## src/hw/rtl/eci_div.sv

```systemverilog
// ----------------------------------------------------------------------------
// eci_div: pipelined restoring divider
// One quotient bit per stage; numerator must be below the denominator.
// ----------------------------------------------------------------------------
module eci_div #(
  parameter int QW = 16,
  parameter int DW = 24
) (
  input  logic          clk_i,
  input  logic          en_i,
  input  logic [DW-1:0] num_i,
  input  logic [DW-1:0] den_i,
  output logic [QW-1:0] quo_o
);

  logic [DW-1:0] rem_q [QW];
  logic [DW-1:0] den_q [QW];
  logic [QW-1:0] quo_q [QW];

  for (genvar k = 0; k < QW; k++) begin : g_stage
    logic [DW-1:0] rem_p, den_p, rem_d;
    logic [QW-1:0] quo_p, quo_d;
    logic [DW:0]   sh;
    logic          ge;

    if (k == 0) begin : g_first
      assign rem_p = num_i;
      assign den_p = den_i;
      assign quo_p = '0;
    end else begin : g_next
      assign rem_p = rem_q[k-1];
      assign den_p = den_q[k-1];
      assign quo_p = quo_q[k-1];
    end

    assign sh    = {rem_p, 1'b0};
    assign ge    = sh >= {1'b0, den_p};
    assign rem_d = ge ? DW'(sh - {1'b0, den_p}) : sh[DW-1:0];
    assign quo_d = {quo_p[QW-2:0], ge};

    always_ff @(posedge clk_i) begin
      if (en_i) begin
        rem_q[k] <= rem_d;
        den_q[k] <= den_p;
        quo_q[k] <= quo_d;
      end
    end
  end

  assign quo_o = quo_q[QW-1];

endmodule

```

## config.mk

```make
export PLATFORM = sky130hd
export DESIGN_NAME = eci_div
export DESIGN_NICKNAME = d
export VERILOG_FILES = /design/src/hw/rtl/eci_div.sv
export SDC_FILE = /design/constraint.sdc
export NUM_CORES = 2
export LEC_CHECK = 0
export ABC_AREA = 1
export BUFFER_PORTS_ARGS = -buffer_cell sky130_fd_sc_hd__buf_2
export CORE_MARGIN = 1.5
export CORE_UTILIZATION = 45
export CTS_CLUSTER_SIZE = 25
export DETAILED_ROUTE_END_ITERATION = 7
export PLACE_DENSITY = 0.66
export SYNTH_ARGS = -nofsm -noshare
export SYNTH_HDL_FRONTEND = slang
export SYNTH_SLANG_ARGS = --single-unit
```

## constraint.sdc

```tcl
create_clock -name clk_i -period 2 [get_ports clk_i]
set_input_delay 0.4 -clock clk_i [delete_from_list [all_inputs] [get_ports clk_i]]
set_output_delay 0.4 -clock clk_i [all_outputs]
set_load 0.02 [all_outputs]
```

# [After elaboration in Yosys (flattened, before gate mapping)]
# Memories as Yosys holds them, arrays and structs flattened.
# Cells that the tools add are included.
[word_totals] regBits=0 ramBits=1024 out_inout_bits=16 elab_cells=53 mem_count=3
[classes] add_sub_neg=16 n_lt_le_gt_ge=16 n_mux=18
[mem_list] name="den_q" words=16 width=24 read_ports=15 rd_clocked_by_memory_dff=0 wr=16 line_no="17" rtl="logic [DW-1:0] den_q [QW];"
[mem_list] name="rem_q" words=16 width=24 read_ports=15 rd_clocked_by_memory_dff=0 wr=16 line_no="16" rtl="logic [DW-1:0] rem_q [QW];"
[mem_list] name="quo_q" words=16 width=16 read_ports=16 rd_clocked_by_memory_dff=0 wr=16 line_no="18" rtl="logic [QW-1:0] quo_q [QW];"
[ops] cell=">= comparator 25 x 24 -> 1 bit" count=16
[ops] cell="two-way mux 24 bit" count=16
[ops] cell="subtractor 24 bit" count=16
[ops] cell="two-way mux 1 bit" count=2

# [Depth between registers and ports, before layout]
# An unclocked memory read counts as a cell.
[depth] word_depth=3 depth_mapped=14 ltp_nobuf=14

# [Worst setup path before layout]
# Ideal clock, no wire load.
[synth_timing] path_type="input port to flip-flop" startpoint="in den_i[12]" endpoint="mem rem_q[0][18], data pin" arrival_time_ns=1.720 slack_ns=0.027 stages=13 cell_sequence="inv_1 > ha_1 > nand2_1 > inv_1 > nand2_1 > nand2_1 > nand2_1 > nand2_1 > a21oi_4 > nand3_4 > buf_6 > nand2_1 > nand2_1"
[synth_rtl] element="start, declared" line_no="12" rtl="input logic [DW-1:0] den_i,"
[synth_rtl] element="end, declared" line_no="16"

==> insert_results.sql <==
INSERT INTO impl_metrics (metric_group, metric, value, unit) VALUES
('synth', 'synth_sequential_area_ratio', '42.25', '%'),
('clock_tree', 'clk_root_buffer_cell', 'sky130_fd_sc_hd__clkbuf_16', ''),
('place', 'placedCellCount', '11660', ''),
('synth', 'top_count_cell_post_synth', 'sky130_fd_sc_hd__nand2_1', ''),
('routing', 'drt_drc_violations_left', '0', ''),
('floorplan', 'dieArea', '137400', 'sq um'),
('layout', 'final_core_utilization', '67.81', '%'),
('worst_setup_path', 'timing.critical_path.fanout_max', '6', ''),
('synth', 'postSynthNetCount', '8613', ''),
('routing', 'vias_per_cell', '4.963', ''),
('synth', 'syn_area', '60840', 'sq um'),
('synth', 'ys_top_cells_by_area', 'sky130_fd_sc_hd__edfxtp_1, sky130_fd_sc_hd__nand2_1, sky130_fd_sc_hd__inv_1', ''),
('layout', 'syn_to_final_growth', '49.11', '%'),
('synth', 'synth-xor-area-share', '2.246', '%'),
('worst_setup_path', 'start_kind', 'register', ''),
('layout', 'antenna_cells_inserted', '0', ''),
('global_routing', 'initial_antenna_violation_count', '1', ''),
('synth', 'synth_area_leader_cell', 'sky130_fd_sc_hd__edfxtp_1', ''),
('layout', 'fillerInstances', '10620', ''),
('routing', 'postRouteWirelength', '209500', 'microns'),
('routing', 'first_drt_iteration_drcs', '4589', ''),
('place', 'globalplace.congestion', '0.9700', ''),
('synth', 'post_synth_mux_area_share', '0', '%'),
('worst_setup_path', 'cp.required', '2.47', 'ns'),
('sta', 'finalSetupViolations', '355', ''),
('clock_tree', 'clock_tree.buffer_depth', '3', ''),
('layout', 'share_of_layout_cells_above_drive_strength_1', '36.15', '%'),
('worst_setup_path', 'worstPathArrival', '2.69', 'ns'),
('place', 'io_buffer_count', '65', ''),
('floorplan', 'pin_count', '66', ''),
('floorplan', 'row_count', '134', ''),
('synth', 'synth-simple-area-share', '33.09', '%'),
('synth', 'synth_top_cell_area_share', '42.25', '%'),
('worst_hold_path', 'hp-class', 'input port to register', ''),
('layout', 'design.final.nets', '10900', ''),
('floorplan', 'fp.coreArea', '133800', 'sq um'),
('status', 'outcome', 'finished with violations', ''),
('sta', 'fin_crit_sh', '111.3', '%'),
('worst_setup_path', 'cells_traversed_along_the_worst_timing_path', 'inv_2 > ha_4 > nand2_1 > nand2_1 > inv_1 > nand2_1 > nand2_1 > nand2_2 > a21oi_4 > nand3_4 > buf_6 > buf_16 > nand2_4 > nand2_2', ''),
('sta', 'finalMaxSlewViolations', '0', ''),
('global_routing', 'first_global_vias', '59040', ''),
('worst_setup_path', 'library_cell_appearing_most_often_on_the_critical_path', 'sky130_fd_sc_hd__nand2_1', ''),
('global_routing', 'grt_use_total', '29.18', '%'),
('floorplan', 'effective_utilization_at_floorplan', '45.48', '%'),
('sta', 'timing.clock.skew', '0.02472', 'ns'),
('place', 'detailedPlacementHpwl', '158100', 'microns'),
('pwr', 'leakagePower', '46.59', 'nW'),
('status', 'failed_checks', 'setup timing', ''),
('job', 'max_cap_violations', '0', ''),
('routing', 'detail_route.wl_per_cell', '17.02', 'microns'),
('layout', 'seq_area', '25700', 'sq um'),
('synth', 'syn-instance-count', '8165', ''),
('synth', 'ys_seq_elements', '856', ''),
('floorplan', 'die_w', '370.7', 'microns'),
('synth', 'synth_top_family_by_area', 'simple AND/OR/NAND/NOR gates', ''),
('sta', 'timing_worst_slew_pin_value', '0.5278', 'ns'),
('worst_setup_path', 'largest_stage_delay_worst_path', '0.50', 'ns'),
('synth', 'ys_top_cells_by_count', 'sky130_fd_sc_hd__nand2_1, sky130_fd_sc_hd__inv_1, sky130_fd_sc_hd__edfxtp_1', ''),
('worst_setup_path', 'critical_path_class', 'register to register', ''),
('sta', 'max-slew-margin-rel', '64.81', '%'),
('sta', 'totalNegativeSetupSlack', '-41.30', 'ns'),
('synth', 'async_reset_ff_share', '0', '%'),
('synth', 'avgSynthCellArea', '7.452', 'sq um'),
('clock_tree', 'cts_buffers', '97', ''),
('clock_tree', 'clock-sinks', '856', ''),
('routing', 'route.vias.total', '61080', ''),
('synth', 'synth-edff-count', '856', ''),
('sta', 'setup_ws', '-0.2266', 'ns'),
('sta', 'fmaxAchievable', '449.1', 'MHz'),
('clock_tree', 'clkTransAtPathRegs', '0.05', 'ns'),
('clock_tree', 'worst_skew_pair.late_latency', '0.72', 'ns');
-- state kept, by name, summed over array words and instances, names as in the netlist --
register  count
den_q       360
quo_q       136
rem_q       360
-- metal layers --
layer  track usage [%]  up-vias  part of all wire, %
li1                  -    30360                    -
met1             35.91    28420                   41
met2             52.03     1823                   50
met3             3.326      482                  4.9
met4             11.24        2                  4.3
met5                 0        -               0.0076
-- worst max-delay path, delay by kind of cell, from the launching register on --
family | cells | cell delay [ns]
buffers and inverters | 4 | 0.49
DFF | 1 | 0.50
and+or+nand+nor | 8 | 0.60
adders and majority gates | 1 | 0.23
AOI/OAI and AO/OA | 1 | 0.15
-- layout by cell type, fill, tap and decap left out, drive strengths merged, types with 8 or more instances in the layout --
master and n:
a21oi 172, and2 19, buf 2275, bufinv 12, clkbuf 126, clkinv 41, clkinvlp 8, dlygate4sd3 21
edfxtp 856, fa 15, ha 383, inv 1760, nand2 3281, nand3 412, nand3b 15, nand4 449
nor2 451, nor3 41, nor3b 15, o21a 15, xnor2 15, xor2 141
-- final timing paths --
check                               from                endpoint  slack [ns]  depth (start not counted)
setup reg to reg  den_q[0][68]$_DFFE_PP_  rem_q[0][94]$_DFFE_PP_       -0.23                         14
hold / removal                 den_i[17]  den_q[0][17]$_DFFE_PP_        0.03                          2
setup / recovery  den_q[0][68]$_DFFE_PP_  rem_q[0][94]$_DFFE_PP_       -0.23                         14
hold reg to reg   quo_q[0][51]$_DFFE_PP_   quo_q[1][4]$_DFFE_PP_        0.41                          0
-- where the power goes --
group	switching [W]	internal, W
logic	0.0421	0.0394
registers	0.00479	0.0264
clock network	0.00773	0.0106
-- through the flow --
step | hold WS, ns | area (sq um)
floorplan | 0.4003 | 60840
global placement | 0.4007 | 76620
detailed placement | 0.4045 | 76620
CTS | 0.002163 | 86250
global route | 0.01480 | 90730
finish | 0.03282 | 90730
-- what timing repair did --
item	in CTS	in global routing
setup buffers	226	191
pin swaps	237	279
hold endpoints to repair	21	0
setup endpoints to repair	350	375
hold buffers	21	0
gates resized for setup	747	741
gates cloned	19	17
-- cell type report --
class / count / area share, %
Tap cell: 1768 / 2.438
Timing Repair Buffer: 2311 / 20.59
Sequential cell: 856 / 28.33
Clock buffer: 112 / 2.737
Multi-Input combinational cell: 5438 / 37.80
Inverter: 1751 / 7.255
Clock inverter: 70 / 0.8454
-- kinds of logic (layout without fill, tap and decap cells) --
family / after synthesis / after routing
buffers and inverters: 1871 / 4244
XOR/XNOR: 156 / 156
adder cells (fa/ha/maj): 398 / 398
flip-flops: 856 / 856
AO/OA/AOI/OAI: 197 / 197
AND/OR/NAND/NOR: 4687 / 4687
(Power assumes the default switching activity.)
